<file path="config.mk">
export PLATFORM = sky130hd
export DESIGN_NAME = bdd_ctrl
export DESIGN_NICKNAME = d
export VERILOG_FILES = /design/src/rtl/bdd_pkg.sv /design/src/rtl/bdd_ctrl.sv
export VERILOG_INCLUDE_DIRS = /design/src /design/src/rtl
export SDC_FILE = /design/constraint.sdc
export NUM_CORES = 1
export LEC_CHECK = 0
export BUFFER_PORTS_ARGS = -buffer_cell sky130_fd_sc_hd__buf_2
export CAP_MARGIN = 0
export CORE_AREA = 2 2 39 41
export DETAILED_ROUTE_END_ITERATION = 6
export DIE_AREA = 0 0 41 43
export GPL_TIMING_DRIVEN = 0
export SLEW_MARGIN = 10
export SYNTH_ARGS = -nofsm -noshare
export SYNTH_HDL_FRONTEND = slang
export SYNTH_SLANG_ARGS = --single-unit
</file>
<file path="constraint.sdc">
create_clock -name clk -period 1.3 [get_ports clk]
set_input_delay 0.13 -clock clk [delete_from_list [all_inputs] [get_ports clk]]
set_output_delay 0.13 -clock clk [all_outputs]
set_load 0.01 [all_outputs]
</file>
<file path="src/rtl/assert_macros.svh">
// assertion macros shared by the bdd evaluator modules
`ifndef ASSERT_MACROS_SVH
`define ASSERT_MACROS_SVH

// property checked at every clock edge outside reset
`define BDD_ASSERT(lbl, prop, msg) \
  lbl: assert property (@(posedge clk) disable iff (!rst_n) (prop)) else $error(msg);

// antecedent in one cycle implies consequent in the next
`define BDD_ASSERT_NEXT(lbl, ante, cons, msg) \
  lbl: assert property (@(posedge clk) disable iff (!rst_n) (ante) |=> (cons)) else $error(msg);

`endif

</file>
<file path="src/rtl/bdd_pkg.sv">
// shared constants, codes and controller/datapath types for the bdd evaluator
package bdd_pkg;

  localparam int NODES    = 256;
  localparam int NUM_VARS = 64;
  localparam int IDX_W    = $clog2(NODES);
  localparam int CNT_W    = $clog2(NODES + 1);

  localparam logic [1:0] OP_DEFINE = 2'd0;
  localparam logic [1:0] OP_LINK   = 2'd1;
  localparam logic [1:0] OP_EVAL   = 2'd2;

  localparam logic [1:0] STS_OK    = 2'd0;
  localparam logic [1:0] STS_UNSET = 2'd1;
  localparam logic [1:0] STS_LIMIT = 2'd2;

  typedef enum logic [1:0] {
    ST_IDLE,
    ST_FETCH,
    ST_WALK,
    ST_DONE
  } state_t;

  typedef struct packed {
    logic is_var;
    logic constant;
    logic [5:0] variable;
  } attr_t;

  typedef struct packed {
    logic def_we;
    logic link_we;
    logic eval_load;
    logic walk;
  } cmd_t;

  typedef struct packed {
    logic walk_done;
  } sts_t;

endpackage

</file>
<file path="src/rtl/bdd_ctrl.sv">
// controller: op decode and walk sequencing
`include "assert_macros.svh"

module bdd_ctrl (
  input  logic          clk,
  input  logic          rst_n,
  input  logic          start,
  input  logic [1:0]    in_op,
  input  bdd_pkg::sts_t sts,
  output bdd_pkg::cmd_t cmd,
  output logic          busy,
  output logic          out_valid
);

  bdd_pkg::state_t st_r;
  bdd_pkg::state_t st_nxt;
  logic eval_acc;
  logic walk_end;

  assign eval_acc = start && !busy && (in_op == bdd_pkg::OP_EVAL);
  assign walk_end = (st_r == bdd_pkg::ST_WALK) && sts.walk_done;

  always_comb begin
    st_nxt = st_r;
    unique case (st_r)
      bdd_pkg::ST_IDLE: begin
        if (start && in_op == bdd_pkg::OP_EVAL) begin
          st_nxt = bdd_pkg::ST_FETCH;
        end
      end
      bdd_pkg::ST_FETCH: st_nxt = bdd_pkg::ST_WALK;
      bdd_pkg::ST_WALK: begin
        if (sts.walk_done) begin
          st_nxt = bdd_pkg::ST_DONE;
        end
      end
      bdd_pkg::ST_DONE: st_nxt = bdd_pkg::ST_IDLE;
      default: st_nxt = bdd_pkg::ST_IDLE;
    endcase
  end

  always_comb begin
    cmd       = '0;
    busy      = 1'b1;
    out_valid = 1'b0;
    unique case (st_r)
      bdd_pkg::ST_IDLE: begin
        // writes complete in the accept cycle itself
        busy          = 1'b0;
        cmd.def_we    = start && (in_op == bdd_pkg::OP_DEFINE);
        cmd.link_we   = start && (in_op == bdd_pkg::OP_LINK);
        cmd.eval_load = start && (in_op == bdd_pkg::OP_EVAL);
      end
      bdd_pkg::ST_FETCH: cmd.walk = 1'b0;
      bdd_pkg::ST_WALK:  cmd.walk = 1'b1;
      bdd_pkg::ST_DONE:  out_valid = 1'b1;
      default: busy = 1'b1;
    endcase
  end

  always_ff @(posedge clk) begin
    if (!rst_n) begin
      st_r <= bdd_pkg::ST_IDLE;
    end else begin
      st_r <= st_nxt;
    end
  end

  `BDD_ASSERT_NEXT(a_eval_busy, eval_acc, busy, "eval word accepted but block not busy")
  `BDD_ASSERT_NEXT(a_done_result, walk_end, out_valid, "finished walk gave no result word")
  `BDD_ASSERT_NEXT(a_single_pulse, out_valid, !out_valid && !busy, "result strobe too long")

endmodule

</file>
==> results_dict.tcl <==
set metrics [dict create \
    cts_root_buffer "clkbuf_4" \
    fin_crit_ns 1.288 \
    drt_pass1_iterations 2 \
    tritoncts "yes" \
    antenna_found_initial 0 \
    route.met2.wl_um 230 \
    cts_buffer_depth 2 \
    worst_slew_pin_slew_ns 0.1715 \
    regMostFlops "st_r" \
    rsz0062_at_grt "true" \
    synth_fp_nets 31 \
    coreArea_um2 1384 \
    path_delay_family "flip-flops" \
    cts_made_buffers 3 \
    clock_skew_ns 0.001560 \
    cp.required_ns 1.17 \
    utilization 0.2387 \
    die_h_um 43 \
    avgSynthCellArea_um2 9.056 \
    antenna_left 0 \
    grt.overflow.total 0 \
    track_usage 0.05411 \
    critPathMaxFanout 4 \
    crit_arrival_ns 1.16 \
    stdcell_area_um2 330.3 \
    worstHoldPathType "input port to flip-flop" \
    leakage_nw 0.1814 \
    grt_pass1_wl_um 593 \
    die_w_um 41 \
    slowest_stage "dfxtp_2" \
    first_global_vias 182 \
    dr_total_vias 206 \
    reg2reg_depth 5 \
    maxCapViolCount 0 \
    critPathKind "flip-flop to output port" \
    power-per-cell-area_nw_per_um2 2013 \
    critical_path_buf_inv_count 3 \
    drtIter0Drc 1 \
    routedWlPerCell_um 8.358 \
    clk_latency_ns 0.22 \
    hold_violations 0 \
    rrSetupSlack_ns 0.12 \
    top_layer "met3" \
    vdd_drop_max_mv 0.8279 \
    synth.distinct_cells 13 \
    ys_ff_latch 2 \
    fin_crit_sh 0.9904 \
    grt_max_degree 5 \
    synth_top_area_share 0.2632 \
    io_buffers 11 \
    crit_path_start_kind "flip-flop" \
    netlist_instances 21 \
    antenna_cells 0 \
    final-setup-viol-count 0 \
    reg2reg_to "st_r[0]" \
    place.gp.congestion 0.5588 \
    placed_cell_area_um2 265.3 \
    critPathMaxStageDelay_ns 0.33 \
    route.met3.wl_um 45 \
    htreeDepth 1 \
    largest_register_ffs 2 \
    cp-end-kind "output port" \
    layout.nets 49 \
    min_to "st_r[0]" \
    status "completed" \
    synthesis.yosys.warnings 0 \
    clkSlewWorstSetupHoldPaths_ns 0.03 \
    viasPerCell 3.887 \
    yosysTopAreaCell "ha_1" \
    largestRegisters "st_r x2" \
    worstHoldStart "rst_n" \
    drive_gt1_frac 0.6757 \
    totalWireLength_um 443 \
    ys_seq_area_frac 0.2105 \
    drt-met1-wl_um 167 \
    syn_to_final_growth_pct 73.68 \
    max_slew_margin 0.8854 \
    timing.fmax_mhz 776.7 \
    start_util 0.1374 \
    syn-cell-area_um2 190.2 \
    drc_errors 0 \
    ios 12 \
    finalMaxSlewViolations 0 \
    regToRegStartpoint "st_r[1]" \
    cts_num_sinks 2 \
    path_cells "inv_2 > ha_4 > inv_4 > nor4b_2 > buf_2" \
    synthTopCellsByArea "ha_1 (26%), dfxtp_1 (21%), nand3b_4 (11%)" \
    hpwlAfterDp_um 335.8 \
    ctsHoldBuffers 0 \
    hold_depth 2 \
    dieArea_um2 1763 \
    fp-row-count 14 \
]
[kinds of logic after synthesis]
family,synth area share
simple gates,0.2895
fa+ha+maj,0.2632
compound gates,0.1250
buf+inv,0.05921
flops,0.2105
mux,0.05263
[cell usage in the layout (no fill, tap or decap)]
cell       n
nor2_1     1
inv_4      1
ha_1       3
nand2_1    3
nor4b_2    1
o211a_1    1
a211o_1    1
nor3_1     1
nor2b_1    1
mux2i_1    1
clkbuf_4   3
nand3b_4   1
buf_2     11
a21oi_2    1
ha_4       1
buf_4      2
dfxtp_2    2
inv_2      2
[cell type report]
class	instances	area [µm²]
clock buffer	3	22.52
fill	144	1054
inverter	3	13.76
multi-input combinational	16	161.4
sequential	2	42.54
tap	16	20.02
timing repair buffer	13	70.07
[cells in the mapped netlist]
master    n
nor2_1    1
nand3b_4  1
ha_1      4
mux2i_1   1
a21oi_1   1
nor4b_1   1
o211a_1   1
nor2b_1   1
nand2_1   3
dfxtp_1   2
a211o_1   1
inv_1     3
nor3_1    1
[routing by layer]
layer	vias to the layer above	GRT usage
met5	-	0
met4	0	0.08000
met3	0	0
met2	10	0.09063
met1	93	0.04153
li1	103	-
[through the flow]
stage          setup slack, ns  setup TNS, ns  total power (W)  std cells  hold WS [ns]
6_report               0.01247              0        0.0006650         53        0.1632
5_1_grt               -0.07332        -0.1160        0.0007409         53        0.1672
4_1_cts               0.001407              0        0.0006459         53        0.1568
3_5_place_dp           0.01758              0        0.0003995         48        0.3941
3_3_place_gp           0.03716              0        0.0003944         48        0.3892
2_1_floorplan          0.04739              0        0.0003107         21        0.2634
[repair_timing]
item                                    4_1_cts  5_1_grt
endpoints found under the setup margin        3        3
pin swaps                                     1        0
setup buffers                                 2        0
gates resized for setup                       7        3
gates cloned                                  0        0
[power by group]
group          total, W  internal [W]  switching (W)  leakage [nW]
clock          0.000136      0.000102      0.0000341        0.0138
combinational  0.000406      0.000207       0.000200         0.150
sequential     0.000123     0.0000957      0.0000270        0.0172
total          0.000665      0.000404       0.000261         0.181
[how the worst max path moves through the flow]
stage                  from       to  slack [ns]  cells past startpoint
CTS                 st_r[0]   cmd[3]       0.001                      5
finish              st_r[1]   cmd[3]        0.01                      5
global route        st_r[1]   cmd[3]       -0.07                      5
floorplan           st_r[0]   cmd[3]        0.05                      4
global placement    st_r[0]  st_r[1]        0.04                      5
detailed placement  st_r[0]  st_r[1]        0.02                      5
No activity file was read; power rests on OpenSTA's default activity.
